--- src/rtl/keyboard_macro_player_macros.svh ---
// Assertion macros for the keyboard macro player.
// Included by the RTL files that carry concurrent checks; depends on nothing.
`ifndef KEYBOARD_MACRO_PLAYER_MACROS_SVH
`define KEYBOARD_MACRO_PLAYER_MACROS_SVH

// Same-cycle implication, disabled during reset.
`define KMP_ASSERT(label, clk, rstn, ante, cons, msg) \
    label: assert property (@(posedge clk) disable iff (!(rstn)) (ante) |-> (cons)) \
        else $error(msg);

// Next-cycle implication, disabled during reset.
`define KMP_ASSERT_NEXT(label, clk, rstn, ante, cons, msg) \
    label: assert property (@(posedge clk) disable iff (!(rstn)) (ante) |=> (cons)) \
        else $error(msg);

`endif

--- src/rtl/kmp_pkg.sv ---
// Shared types, constants and the microcode table of the keyboard macro player.
// Used by kmp_seq and keyboard_macro_player; depends on nothing.
package kmp_pkg;

    localparam int HOLD_DEPTH_DEF = 16;
    localparam int MOD_COUNT_DEF  = 5;
    localparam int MOD_REGS       = 5;
    localparam int KEY_W          = 16;
    localparam int MASK_W         = 5;
    localparam int MS_W           = 16;
    localparam int US_W           = 26;
    localparam int DELAY_W        = 20;
    localparam int CFG_AW         = 3;
    localparam logic [9:0] MS_TO_US = 10'd1000;

    localparam logic [CFG_AW-1:0] REG_STEP_DELAY = 3'd5;

    localparam logic [MOD_REGS-1:0][KEY_W-1:0] MOD_KEY_RESET = {
        16'd100, 16'd29, 16'd42, 16'd125, 16'd56
    };

    typedef enum logic [1:0] {
        MODE_TAP     = 2'd0,
        MODE_HOLD    = 2'd1,
        MODE_RELEASE = 2'd2,
        MODE_TIMEOUT = 2'd3
    } mode_t;

    typedef enum logic [1:0] {
        EV_PRESS   = 2'd0,
        EV_RELEASE = 2'd1,
        EV_WAIT    = 2'd2
    } ev_kind_t;

    typedef enum logic [3:0] {
        U_DISPATCH    = 4'd0,
        U_MOD_PRESS   = 4'd1,
        U_MOD_WAIT    = 4'd2,
        U_KEY_PRESS   = 4'd3,
        U_KEY_RELEASE = 4'd4,
        U_MOD_RELEASE = 4'd5,
        U_HOLD        = 4'd6,
        U_RELEASE     = 4'd7,
        U_TIMEOUT     = 4'd8,
        U_STEP_WAIT   = 4'd9
    } ustep_t;

    typedef enum logic [2:0] {
        C_NEVER     = 3'd0,
        C_ALWAYS    = 3'd1,
        C_MOD       = 3'd2,
        C_MASK_STEP = 3'd3,
        C_STEP      = 3'd4,
        C_HELD      = 3'd5
    } cond_t;

    typedef enum logic [1:0] {
        K_NONE  = 2'd0,
        K_MOD   = 2'd1,
        K_ENTRY = 2'd2,
        K_HELD  = 2'd3
    } key_src_t;

    typedef enum logic [1:0] {
        W_NONE = 2'd0,
        W_STEP = 2'd1,
        W_MS   = 2'd2
    } wait_src_t;

    typedef enum logic [2:0] {
        L_NEVER    = 3'd0,
        L_NO_STEP  = 3'd1,
        L_KEY_TAIL = 3'd2,
        L_MOD_TAIL = 3'd3,
        L_HELD     = 3'd4,
        L_ALWAYS   = 3'd5
    } last_t;

    typedef enum logic [1:0] {
        LP_NONE = 2'd0,
        LP_MOD  = 2'd1,
        LP_HELD = 2'd2
    } loop_t;

    typedef struct packed {
        ustep_t    next;
        logic      jump_mode;
        logic      done;
        cond_t     cond;
        ev_kind_t  kind;
        key_src_t  key_src;
        wait_src_t wait_src;
        last_t     last_rule;
        loop_t     loop;
        logic      store;
        logic      clear_held;
    } uword_t;

    typedef struct packed {
        logic [MOD_REGS-1:0][KEY_W-1:0] mod_key;
        logic [DELAY_W-1:0]             step_delay;
    } cfg_t;

    typedef struct packed {
        ev_kind_t         kind;
        logic [KEY_W-1:0] key;
        logic [US_W-1:0]  wait_us;
        logic             last;
    } event_t;

    typedef struct packed {
        mode_t             mode;
        logic [KEY_W-1:0]  key;
        logic [MASK_W-1:0] mask;
        logic [MS_W-1:0]   wait_ms;
        logic              start;
    } entry_t;

    function automatic uword_t ucode(input ustep_t s);
        uword_t w;
        w = '{next: U_DISPATCH, jump_mode: 1'b0, done: 1'b0, cond: C_NEVER,
              kind: EV_PRESS, key_src: K_NONE, wait_src: W_NONE,
              last_rule: L_NEVER, loop: LP_NONE, store: 1'b0, clear_held: 1'b0};
        unique case (s)
            U_DISPATCH: begin
                w.jump_mode = 1'b1;
            end
            U_MOD_PRESS: begin
                w.next = U_MOD_WAIT; w.cond = C_MOD; w.kind = EV_PRESS;
                w.key_src = K_MOD; w.loop = LP_MOD;
            end
            U_MOD_WAIT: begin
                w.next = U_KEY_PRESS; w.cond = C_MASK_STEP; w.kind = EV_WAIT;
                w.wait_src = W_STEP;
            end
            U_KEY_PRESS: begin
                w.next = U_KEY_RELEASE; w.cond = C_ALWAYS; w.kind = EV_PRESS;
                w.key_src = K_ENTRY;
            end
            U_KEY_RELEASE: begin
                w.next = U_MOD_RELEASE; w.cond = C_ALWAYS; w.kind = EV_RELEASE;
                w.key_src = K_ENTRY; w.last_rule = L_KEY_TAIL;
            end
            U_MOD_RELEASE: begin
                w.next = U_STEP_WAIT; w.cond = C_MOD; w.kind = EV_RELEASE;
                w.key_src = K_MOD; w.last_rule = L_MOD_TAIL; w.loop = LP_MOD;
            end
            U_HOLD: begin
                w.next = U_STEP_WAIT; w.cond = C_ALWAYS; w.kind = EV_PRESS;
                w.key_src = K_ENTRY; w.last_rule = L_NO_STEP; w.store = 1'b1;
            end
            U_RELEASE: begin
                w.next = U_STEP_WAIT; w.cond = C_HELD; w.kind = EV_RELEASE;
                w.key_src = K_HELD; w.last_rule = L_HELD; w.loop = LP_HELD;
                w.clear_held = 1'b1;
            end
            U_TIMEOUT: begin
                w.next = U_STEP_WAIT; w.cond = C_ALWAYS; w.kind = EV_WAIT;
                w.wait_src = W_MS; w.last_rule = L_NO_STEP;
            end
            U_STEP_WAIT: begin
                w.next = U_DISPATCH; w.done = 1'b1; w.cond = C_STEP; w.kind = EV_WAIT;
                w.wait_src = W_STEP; w.last_rule = L_ALWAYS;
            end
            default: begin
                w.done = 1'b1;
            end
        endcase
        return w;
    endfunction

    function automatic ustep_t mode_target(input mode_t m);
        ustep_t t;
        unique case (m)
            MODE_TAP:     t = U_MOD_PRESS;
            MODE_HOLD:    t = U_HOLD;
            MODE_RELEASE: t = U_RELEASE;
            MODE_TIMEOUT: t = U_TIMEOUT;
        endcase
        return t;
    endfunction

endpackage

--- src/rtl/kmp_ram.sv ---
// Generic single-port-write, single-port-read RAM with registered read data.
// Holds the hold list; depends on nothing.
module kmp_ram #(
    parameter int WIDTH = 16,
    parameter int DEPTH = 16,
    localparam int AW = (DEPTH > 1) ? $clog2(DEPTH) : 1
) (
    input  logic             aclk,
    input  logic             we,
    input  logic [AW-1:0]    waddr,
    input  logic [WIDTH-1:0] wdata,
    input  logic [AW-1:0]    raddr,
    output logic [WIDTH-1:0] rdata
);

    logic [WIDTH-1:0] mem [DEPTH];
    logic [WIDTH-1:0] rdata_reg;

    always_ff @(posedge aclk) begin
        if (we) begin
            mem[waddr] <= wdata;
        end
        rdata_reg <= mem[raddr];
    end

    assign rdata = rdata_reg;

endmodule

--- src/rtl/kmp_seq.sv ---
// Microcoded sequencer and datapath: steps through the control table per entry
// and emits at most one event per step. Depends on kmp_pkg, kmp_ram and the macro header.
`include "keyboard_macro_player_macros.svh"

module kmp_seq #(
    parameter int HOLD_DEPTH = 16,
    parameter int MOD_COUNT  = 5
) (
    input  logic             aclk,
    input  logic             aresetn,
    input  kmp_pkg::cfg_t    cfg,
    input  logic             entry_valid,
    output logic             entry_ready,
    input  kmp_pkg::entry_t  entry_in,
    output logic             evt_valid,
    input  logic             evt_ready,
    output kmp_pkg::event_t  evt
);
    import kmp_pkg::*;

    localparam int AW = (HOLD_DEPTH > 1) ? $clog2(HOLD_DEPTH) : 1;
    localparam int MW = (MOD_COUNT > 1) ? $clog2(MOD_COUNT) : 1;
    localparam int JW = (AW > MW) ? AW : MW;
    localparam int CW = $clog2(HOLD_DEPTH + 1);
    localparam int XW = ((JW > CW) ? JW : CW) + 1;
    localparam logic [JW-1:0] MOD_LAST = JW'(MOD_COUNT - 1);

    logic             busy_reg, busy_next;
    ustep_t           step_reg, step_next;
    logic [JW-1:0]    j_reg, j_next;
    logic [CW-1:0]    count_reg, count_next;
    entry_t           entry_reg;

    uword_t            uw;
    logic [MOD_REGS-1:0] active;
    logic              cur_active, any_above, any_active;
    logic [KEY_W-1:0]  mod_key_cur;
    logic [KEY_W-1:0]  held_key;
    logic [US_W-1:0]   ms_us;
    logic              step_nz;
    logic              cond_ok, more, advance, last_ok;
    logic              ram_we;
    logic [XW-1:0]     j_x, cnt_x;

    assign entry_ready = !busy_reg;
    assign uw          = ucode(step_reg);
    assign step_nz     = cfg.step_delay != '0;
    assign j_x         = XW'(j_reg);
    assign cnt_x       = XW'(count_reg);
    assign ms_us       = {10'b0, entry_reg.wait_ms} * {16'b0, MS_TO_US};

    always_comb begin
        active      = '0;
        cur_active  = 1'b0;
        any_above   = 1'b0;
        mod_key_cur = '0;
        for (int i = 0; i < MOD_REGS; i++) begin
            if (i < MOD_COUNT) begin
                active[i] = entry_reg.mask[i] && (cfg.mod_key[i] != '0);
                if (j_reg == JW'(i)) begin
                    mod_key_cur = cfg.mod_key[i];
                    cur_active  = active[i];
                end
                if (active[i] && (JW'(i) > j_reg)) begin
                    any_above = 1'b1;
                end
            end
        end
        any_active = |active;
    end

    always_comb begin
        unique case (uw.cond)
            C_NEVER:     cond_ok = 1'b0;
            C_ALWAYS:    cond_ok = 1'b1;
            C_MOD:       cond_ok = cur_active;
            C_MASK_STEP: cond_ok = (entry_reg.mask != '0) && step_nz;
            C_STEP:      cond_ok = step_nz;
            C_HELD:      cond_ok = j_x < cnt_x;
            default:     cond_ok = 1'b0;
        endcase

        unique case (uw.loop)
            LP_NONE: more = 1'b0;
            LP_MOD:  more = j_reg != MOD_LAST;
            LP_HELD: more = (j_x + XW'(1)) < cnt_x;
            default: more = 1'b0;
        endcase

        unique case (uw.last_rule)
            L_NEVER:    last_ok = 1'b0;
            L_NO_STEP:  last_ok = !step_nz;
            L_KEY_TAIL: last_ok = !step_nz && !any_active;
            L_MOD_TAIL: last_ok = !step_nz && !any_above;
            L_HELD:     last_ok = !step_nz && ((j_x + XW'(1)) == cnt_x);
            L_ALWAYS:   last_ok = 1'b1;
            default:    last_ok = 1'b0;
        endcase

        evt.kind = uw.kind;
        evt.last = last_ok;
        unique case (uw.key_src)
            K_NONE:  evt.key = '0;
            K_MOD:   evt.key = mod_key_cur;
            K_ENTRY: evt.key = entry_reg.key;
            K_HELD:  evt.key = held_key;
        endcase
        unique case (uw.wait_src)
            W_NONE:  evt.wait_us = '0;
            W_STEP:  evt.wait_us = US_W'(cfg.step_delay);
            W_MS:    evt.wait_us = ms_us;
            default: evt.wait_us = '0;
        endcase
    end

    assign evt_valid = busy_reg && cond_ok;
    assign advance   = busy_reg && (!cond_ok || evt_ready);
    assign ram_we    = advance && uw.store && (count_reg < CW'(HOLD_DEPTH));

    always_comb begin
        busy_next  = busy_reg;
        step_next  = step_reg;
        j_next     = j_reg;
        count_next = count_reg;
        if (!busy_reg) begin
            if (entry_valid) begin
                busy_next = 1'b1;
                if (entry_in.start) begin
                    count_next = '0;
                end
            end
        end else if (advance) begin
            if (more) begin
                j_next = j_reg + JW'(1);
            end else begin
                j_next    = '0;
                step_next = uw.jump_mode ? mode_target(entry_reg.mode) : uw.next;
                if (uw.done) begin
                    busy_next = 1'b0;
                end
                if (uw.clear_held) begin
                    count_next = '0;
                end
            end
            if (ram_we) begin
                count_next = count_reg + CW'(1);
            end
        end
    end

    always_ff @(posedge aclk) begin
        if (!aresetn) begin
            busy_reg  <= 1'b0;
            step_reg  <= U_DISPATCH;
            j_reg     <= '0;
            count_reg <= '0;
        end else begin
            busy_reg  <= busy_next;
            step_reg  <= step_next;
            j_reg     <= j_next;
            count_reg <= count_next;
        end
    end

    always_ff @(posedge aclk) begin
        if (!busy_reg && entry_valid) begin
            entry_reg <= entry_in;
        end
    end

    kmp_ram #(
        .WIDTH (KEY_W),
        .DEPTH (HOLD_DEPTH)
    ) u_hold_ram (
        .aclk  (aclk),
        .we    (ram_we),
        .waddr (count_reg[AW-1:0]),
        .wdata (entry_reg.key),
        .raddr (j_next[AW-1:0]),
        .rdata (held_key)
    );

    `KMP_ASSERT(a_count_bound, aclk, aresetn, 1'b1, count_reg <= CW'(HOLD_DEPTH), "hold count overflow")
    `KMP_ASSERT(a_idle_home, aclk, aresetn, !busy_reg, (step_reg == U_DISPATCH) && (j_reg == '0), "idle sequencer off its home step")
    `KMP_ASSERT_NEXT(a_held_cleared, aclk, aresetn, advance && !more && uw.clear_held, count_reg == '0, "hold list not emptied after release")

endmodule

--- src/rtl/keyboard_macro_player.sv ---
// Keyboard macro player: one entry in, a run of press/release/wait events out.
// An accepted entry passes a dispatch step, then the microcode steps of its mode,
// emitting at most one event per cycle unless m_tready stalls the output register.
// The first event passes the dispatch step and the output register before m_tvalid;
// a tap may also pass skipped steps first. A stall on m_tready holds the sequencer.
// Reset (aresetn low, synchronous): hold list empty, sequencer and config at defaults.
`include "keyboard_macro_player_macros.svh"

module keyboard_macro_player #(
    parameter int HOLD_DEPTH = kmp_pkg::HOLD_DEPTH_DEF,
    parameter int MOD_COUNT  = kmp_pkg::MOD_COUNT_DEF
) (
    input  logic                          aclk,
    input  logic                          aresetn,
    input  logic                          cfg_we,
    input  logic [kmp_pkg::CFG_AW-1:0]    cfg_addr,
    input  logic [kmp_pkg::DELAY_W-1:0]   cfg_wdata,
    input  logic                          s_tvalid,
    output logic                          s_tready,
    input  logic [39:0]                   s_tdata,   // key_code, mod_mask, wait_ms
    input  logic [2:0]                    s_tuser,   // mode, macro_start
    output logic                          m_tvalid,
    input  logic                          m_tready,
    output logic [47:0]                   m_tdata,   // event_key, wait_us
    output logic [1:0]                    m_tuser,   // event_kind
    output logic                          m_tlast
);
    import kmp_pkg::*;

    cfg_t   cfg_reg;
    entry_t entry_in;
    event_t evt, out_reg;
    logic   evt_valid, evt_ready;
    logic   out_valid_reg;

    always_ff @(posedge aclk) begin
        if (!aresetn) begin
            cfg_reg.mod_key    <= MOD_KEY_RESET;
            cfg_reg.step_delay <= '0;
        end else if (cfg_we) begin
            for (int i = 0; i < MOD_REGS; i++) begin
                if (cfg_addr == CFG_AW'(i)) begin
                    cfg_reg.mod_key[i] <= cfg_wdata[KEY_W-1:0];
                end
            end
            if (cfg_addr == REG_STEP_DELAY) begin
                cfg_reg.step_delay <= cfg_wdata;
            end
        end
    end

    assign entry_in.mode    = mode_t'(s_tuser[1:0]);
    assign entry_in.start   = s_tuser[2];
    assign entry_in.key     = s_tdata[15:0];
    assign entry_in.mask    = s_tdata[20:16];
    assign entry_in.wait_ms = s_tdata[36:21];

    kmp_seq #(
        .HOLD_DEPTH (HOLD_DEPTH),
        .MOD_COUNT  (MOD_COUNT)
    ) u_seq (
        .aclk        (aclk),
        .aresetn     (aresetn),
        .cfg         (cfg_reg),
        .entry_valid (s_tvalid),
        .entry_ready (s_tready),
        .entry_in    (entry_in),
        .evt_valid   (evt_valid),
        .evt_ready   (evt_ready),
        .evt         (evt)
    );

    assign evt_ready = !out_valid_reg || m_tready;

    always_ff @(posedge aclk) begin
        if (!aresetn) begin
            out_valid_reg <= 1'b0;
        end else if (evt_ready) begin
            out_valid_reg <= evt_valid;
        end
    end

    always_ff @(posedge aclk) begin
        if (evt_ready && evt_valid) begin
            out_reg <= evt;
        end
    end

    assign m_tvalid = out_valid_reg;
    assign m_tdata  = {6'b0, out_reg.wait_us, out_reg.key};
    assign m_tuser  = out_reg.kind;
    assign m_tlast  = out_reg.last;

    `KMP_ASSERT_NEXT(a_event_loaded, aclk, aresetn, evt_valid && evt_ready, m_tvalid, "event lost at output register")
    `KMP_ASSERT_NEXT(a_out_hold, aclk, aresetn, m_tvalid && !m_tready, m_tvalid && $stable(m_tdata) && $stable(m_tlast), "output word dropped or changed while stalled")
    `KMP_ASSERT_NEXT(a_in_one_word, aclk, aresetn, s_tvalid && s_tready, !s_tready, "input taken while an entry is in flight")

endmodule

--- config.mk ---
export PLATFORM = sky130hd
export DESIGN_NAME = keyboard_macro_player
export DESIGN_NICKNAME = d
export VERILOG_FILES = /design/src/rtl/kmp_pkg.sv /design/src/rtl/kmp_ram.sv /design/src/rtl/kmp_seq.sv /design/src/rtl/keyboard_macro_player.sv
export VERILOG_INCLUDE_DIRS = /design/src /design/src/rtl
export SDC_FILE = /design/constraint.sdc
export NUM_CORES = 1
export LEC_CHECK = 0
export BUFFER_PORTS_ARGS = -buffer_cell sky130_fd_sc_hd__buf_2
export CAP_MARGIN = 20
export CORE_UTILIZATION = 48
export DETAILED_ROUTE_END_ITERATION = 8
export GPL_TIMING_DRIVEN = 0
export HOLD_SLACK_MARGIN = 0.15
export PLACE_DENSITY = 0.76
export SYNTH_ARGS = -nofsm -noshare
export SYNTH_HDL_FRONTEND = slang
export SYNTH_HIERARCHICAL = 1
export SYNTH_SLANG_ARGS = --single-unit
export TNS_END_PERCENT = 100
--- constraint.sdc ---
create_clock -name aclk -period 5.7 [get_ports aclk]
set_clock_uncertainty 0.05 [all_clocks]
set_input_delay 0.57 -clock aclk [delete_from_list [all_inputs] [get_ports aclk]]
set_output_delay 0.57 -clock aclk [all_outputs]
set_load 0.02 [all_outputs]
==> results of run 1 <==
-- per-layer routing --
layer	GRT usage	vias to the layer above	part of all wire
li1	-	6410	-
met1	0.3038	7058	0.41
met2	0.3766	654	0.48
met3	0.03397	119	0.069
met4	0.09811	0	0.039
met5	0	-	0
-- cell usage after synthesis (all sizes together), types with 3 or more instances --
| library cell | instances |
|---|---|
| inv | 103 |
| or2 | 4 |
| nand4 | 6 |
| nor2b | 38 |
| a21o | 7 |
| nand3 | 26 |
| xnor2 | 13 |
| o31ai | 3 |
| edfxtp | 340 |
| a31o | 4 |
| a211oi | 12 |
| o21a | 3 |
| a221oi | 32 |
| and3 | 4 |
| or4 | 8 |
| a31oi | 5 |
| mux4 | 64 |
| dfxtp | 131 |
| clkbuf | 49 |
| or3 | 4 |
| nor2 | 72 |
| fa | 52 |
| nand2b | 17 |
| o21ai | 48 |
| buf | 38 |
| a32oi | 4 |
| xor2 | 5 |
| o2bb2ai | 4 |
| and2 | 13 |
| a22oi | 42 |
| o41ai | 3 |
| nand2 | 161 |
| nor4 | 18 |
| nor3 | 28 |
| nand3b | 5 |
| a21oi | 32 |
| mux2i | 101 |
| ha | 75 |
-- through the flow --
stage,hold slack (ns),instance area (um2),setup slack [ns],std cells,setup TNS [ns]
2_1_floorplan,0.3931,21860,0.9625,1609,0
3_3_place_gp,0.4041,23170,-0.1896,2315,-3.012
3_5_place_dp,0.4170,23480,0.3925,2332,0
4_1_cts,0.1761,25410,0.3377,2462,0
5_1_grt,0.1986,25410,0.1110,2463,0
6_report,0.2013,25410,0.4628,2463,0
-- area by class of cell --
type                            count  area (um2)
Multi-Input combinational cell    948        8273
Tap cell                          592       740.7
Clock buffer                       70        1350
Antenna cell                        1       2.502
Inverter                          103       386.6
Clock inverter                     21       186.4
Fill cell                        3484       19100
Buffer                             87       431.7
Timing Repair Buffer              170        1211
Sequential cell                   471       12830
-- where the power goes --
group	switching, mW	total (mW)	internal, mW
combinational	0.963	1.66	0.701
sequential	0.0712	3.81	3.74
clock	1.34	3.06	1.71
-- final timing paths --
check                          startpoint                        to  slack [ns]
max          u_seq/entry_reg[1]$_DFFE_PP_     m_tdata[40]$_DFFE_PP_        0.46
min                         cfg_wdata[17]  cfg_reg[17]$_SDFFE_PN0P_        0.20
max reg2reg  u_seq/entry_reg[1]$_DFFE_PP_     m_tdata[40]$_DFFE_PP_        0.46
min reg2reg      cfg_reg[74]$_SDFFE_PN0P_  cfg_reg[74]$_SDFFE_PN0P_        0.43
-- kinds of logic (layout without fill, tap and decap cells) --
logic type | after synthesis | in the layout
flops | 471 | 471
simple gates | 414 | 414
compound gates | 216 | 216
fa+ha+maj | 127 | 127
xor+xnor | 18 | 18
other cells | 1 | 7
mux | 167 | 167
buf+inv | 190 | 451
-- timing repair --
action | CTS | global route
endpoints found under the hold margin | 39 | 0
endpoints found under the setup margin | 0 | 1
resized for setup | 0 | 1
hold buffers | 39 | 0
-- critical path, delay by kind of cell, from the launching register on --
kind | cells | cell delay [ns]
adder cells (fa/ha/maj) | 5 | 2.45
AO/OA/AOI/OAI | 5 | 1.27
flip-flops | 1 | 0.52
AND/OR/NAND/NOR | 2 | 0.42
XOR/XNOR | 1 | 0.18
buffers and inverters | 2 | 0.10
==> results.py, run 1 <==
metrics = {
    "run_status": {
        "status": "finished, final reports clean",
    },
    "timing": {
        "setup_viol": 0,
        "rsz0062_at_grt": "no",
        "timing.final.crit_share": 0.9188,
        "slew_headroom": 0.3075,
        "drv_slew": 0,
        "worst_pin_slew_ns": 1.031,
        "max_freq_mhz": 190.9,
        "min_period_ns": 5.237,
        "hold_violations": 0,
    },
    "layout": {
        "utilization": 0.5710,
        "drive_gt1_frac": 0.1722,
        "final_common_cell": "edfxtp_1",
        "layout_common_cells": "edfxtp_1 (340), nand2_1 (160), dfxtp_1 (131), buf_2 (129), inv_1 (103)",
        "fin_nets": 2028,
        "area_growth_pct": 16.34,
        "largest_reg_flops": 256,
    },
    "yosys": {
        "ys_ff_latch": 471,
        "synth_area_leaders": "edfxtp_1 (47%), dfxtp_1 (12%), mux4_2 (5.6%)",
        "yosys.area_share.simple": 0.09136,
        "synthAdderAreaFrac": 0.09061,
        "synth-compound-area-share": 0.07074,
        "synth_xor_area_frac": 0.007217,
        "synth_edf_count": 340,
        "ys_seq_area_frac": 0.5874,
        "synthArstFlopShare": 0,
        "synth_top_family_by_area": "multiplexers",
        "syn_area_per_cell_um2": 13.62,
        "synthMuxAreaShare": 0.1150,
        "synth_top_area_frac": 0.4674,
        "synth_top_area_cell": "edfxtp_1",
        "ys_warn_count": 6,
        "synth.distinct_cells": 71,
        "synthFlopType": "edfxtp_1",
        "netlist_area_um2": 21840,
        "syn_inst": 1604,
    },
    "critical_path": {
        "path_cells": "fa_1 > inv_1 > fa_1 > fa_1 > fa_1 > inv_1 > ha_1 > o21ai_0 > a21oi_1 > a2111oi_1 > o31ai_1 > or2_2 > a31oi_1 > xor2_1 > nor2_1",
        "worst_ep_arrival_time_ns": 5.51,
        "worstSetupPathType": "register to register",
        "crit_top_cell": "fa_1",
        "cpPeakStageDelay_ns": 0.61,
        "worstRegToRegCells": 15,
        "start_kind": "register",
        "crit_required_ns": 5.97,
        "crit_path_top_delay_cell": "fa_1",
        "cp-end-kind": "register",
        "cp_max_fo": 5,
    },
    "clock_tree": {
        "clk_pin_slew_ns": 0.06,
        "cts_buffers": 49,
        "cts-root-buf": "clkbuf_16",
        "clockBufferDepth": 3,
        "clkSinkCount": 471,
        "worstSkewPairLatency_ns": 0.61,
        "h-tree-depth": 2,
        "cts_tree": "built",
        "cts_setup_buffers": 0,
    },
    "routing": {
        "wl_per_cell_um": 21.49,
        "drt_iter0_markers": 1428,
        "routed_wl_um": 52930,
        "antenna_left": 0,
        "drc": 0,
        "vias": 14240,
        "firstDrtPassIters": 5,
        "avgViaCountPerCell": 5.782,
    },
    "pwr": {
        "power.leakage_nw": 9.612,
        "total_power_mw": 8.528,
        "ir_drop_mv": 0.2338,
        "cellPowerDensity_nw_per_um2": 335.5,
    },
    "placement": {
        "gp_congestion": 0.9864,
        "hpwl_um": 37570,
        "io_buffers": 114,
    },
    "global_routing": {
        "gr-total-overflow": 0,
        "grt_start_max_net_pins": 30,
        "grt.total_usage": 0.2291,
        "grt_pass1_wl_um": 81430,
        "grt_pass1_vias": 14270,
        "antenna_found_initial": 1,
    },
    "worst_hold_path": {
        "hold_path_depth": 3,
        "hp-class": "input pin to register",
    },
    "floorplan": {
        "placementRows": 77,
        "die_w_um": 215.3,
        "initial_core_util": 0.4908,
        "die_y_um": 215.3,
        "core_area_um2": 44510,
        "die_area_um2": 46370,
        "ios": 124,
    },
    "run": {
        "cap_violations": 0,
    },
}
Power figures use the tool's default switching activity.
==> inputs of run 2 (changes only) <==
- RECOVER_POWER: unset -> 100
==> results.py, run 2 (synthesis gave the netlist of run 1 again) <==
metrics = {
    "layout": {
        "largest_reg_flops": 256,
        "drive_gt1_frac": 0.1289,
        "layout_common_cells": "edfxtp_1 (340), nand2_1 (161), clkbuf_1 (131), dfxtp_1 (131), inv_1 (103)",
        "final_common_cell": "edfxtp_1",
        "fin_nets": 2028,
        "finalNonFillerCells": 2463,
        "area_growth_pct": 15.04,
        "fillers": 3539,
    },
    "global_routing": {
        "grt.total_usage": 0.2291,
        "use_met3": 0.03397,
        "gr-total-overflow": 0,
        "busiest_layer": "met2",
        "groute.layer.met2.usage": 0.3766,
        "grt_pass1_vias": 14270,
        "met1_usage": 0.3038,
        "grt_pass1_wl_um": 81430,
        "grt_start_max_net_pins": 30,
        "antenna_found_initial": 1,
    },
    "routing": {
        "avgViaCountPerCell": 5.777,
        "firstDrtPassIters": 5,
        "drt_iter0_markers": 1565,
        "wl_per_cell_um": 21.51,
        "routed_wl_um": 52970,
        "drc": 0,
        "vias": 14230,
        "antenna_left": 0,
    },
    "run_status": {
        "violations": "max-capacitance violations, max-slew violations",
        "status": "complete, but fails checks",
    },
    "pwr": {
        "ir_drop_mv": 0.2329,
        "power.leakage_nw": 9.402,
        "cellPowerDensity_nw_per_um2": 339.1,
    },
    "critical_path": {
        "crit_path_top_delay_cell": "nor3_1",
        "path_cells": "ha_1 > inv_1 > nor3_1 > a32oi_1 > o21ai_0 > nand4_1 > a21oi_1 > and2_0 > or3b_2 > nor2_1 > clkbuf_2",
        "worstSetupPathType": "register to register",
        "worst_ep_arrival_time_ns": 5.51,
        "start_kind": "register",
        "crit_required_ns": 5.91,
        "cp-end-kind": "register",
        "cp_max_fo": 11,
        "cpPeakStageDelay_ns": 0.71,
        "cp_top_family": "simple AND/OR/NAND/NOR gates",
        "crit_buf_inv": 2,
    },
    "floorplan": {
        "die_w_um": 215.3,
        "initial_core_util": 0.4908,
        "core_area_um2": 44510,
        "die_area_um2": 46370,
        "die_y_um": 215.3,
        "placementRows": 77,
        "ios": 124,
    },
    "timing": {
        "worst_pin_slew_ns": 2.382,
        "hold_violations": 0,
        "rsz0062_at_grt": "no",
        "setup_viol": 0,
        "timing.final.crit_share": 0.9301,
        "max_freq_mhz": 188.6,
        "timing.hold.ws_ns": 0.2034,
        "drv_slew": 53,
        "slew_headroom": -0.5910,
        "min_period_ns": 5.301,
        "tns_ns": 0,
    },
    "placement": {
        "io_buffers": 114,
        "dp_cells": 2332,
        "hpwl_um": 37570,
        "gp_congestion": 0.9864,
    },
    "clock_tree": {
        "h-tree-depth": 2,
        "cts_buffers": 49,
        "clockBufferDepth": 3,
        "cts_tree": "built",
        "cts_setup_buffers": 0,
        "cts-root-buf": "clkbuf_16",
        "clkSinkCount": 471,
        "worstSkewPairLatency_ns": 0.61,
        "clk_pin_slew_ns": 0.06,
    },
    "run": {
        "cap_violations": 2,
    },
    "worst_hold_path": {
        "hp-class": "input pin to register",
    },
}
==> run 2: changes by cell type in the layout (fill, tap and decap cells not counted), sizes merged <==
cell    before  now
clkbuf     119  187
buf        169  101
==> run 2: tightest hold or removal path, stage by stage <==
cell and delay, ns:
buf_2 0.11, nand2_1 0.05, mux2i_1 0.06
==> run 2: worst paths after layout <==
path | start | to | slack, ns | cells after the start
hold reg to reg | cfg_reg[26]$_SDFFE_PN0P_ | cfg_reg[26]$_SDFFE_PN0P_ | 0.43 | 2
setup reg to reg | u_seq/j_reg[0]$_SDFF_PN0_ | u_seq/u_hold_ram/mem[3][9]$_DFFE_PP_ | 0.40 | 11
setup / recovery | u_seq/j_reg[0]$_SDFF_PN0_ | u_seq/u_hold_ram/mem[3][9]$_DFFE_PP_ | 0.40 | 11
hold / removal | cfg_wdata[17] | cfg_reg[17]$_SDFFE_PN0P_ | 0.20 | 3
==> run 2: where the power goes <==
| group | leakage (nW) | internal (mW) | switching [mW] |
|---|---|---|---|
| Combinational | 4.54 | 0.688 | 0.960 |
| Clock | 0.750 | 1.71 | 1.35 |
| Sequential | 4.11 | 3.74 | 0.0716 |
==> run 2: what timing repair did <==
item,CTS,global route
hold buffers,39,0
gates resized for setup,0,1
endpoints found under the hold margin,39,0
setup endpoints to repair,0,1
==> run 2: routing by layer <==
metal  vias up  part of all wire
li1       6398                 -
met1      7065              0.41
met2       643              0.48
met3       122             0.071
met4         0             0.039
met5         -                 0
==> run 2: stage by stage <==
stage	area, um2	util	total power [mW]	worst slack, ns
final	25130	0.5646	8.520	0.3986
after CTS	25410	0.5709	8.570	0.3377
after detailed placement	23480	0.5276	5.499	0.3925
after global placement	23170	0.5207	5.451	-0.1896
after global routing	25130	0.5646	8.904	0.06155
after floorplan	21860	-	5.074	0.9625
==> run 2: layout make-up <==
cell class / count / area (um2) / share of cell area
diodes: 1 / 2.502 / 0.00009958
clock buffers: 70 / 1350 / 0.05372
plain buffers: 87 / 431.7 / 0.01718
flip-flops and latches: 471 / 12830 / 0.5107
well taps: 592 / 740.7 / 0.02948
clock inverters: 21 / 186.4 / 0.007419
multi-input cells: 948 / 8202 / 0.3264
inverters: 103 / 386.6 / 0.01539
repair buffers: 170 / 997.2 / 0.03968
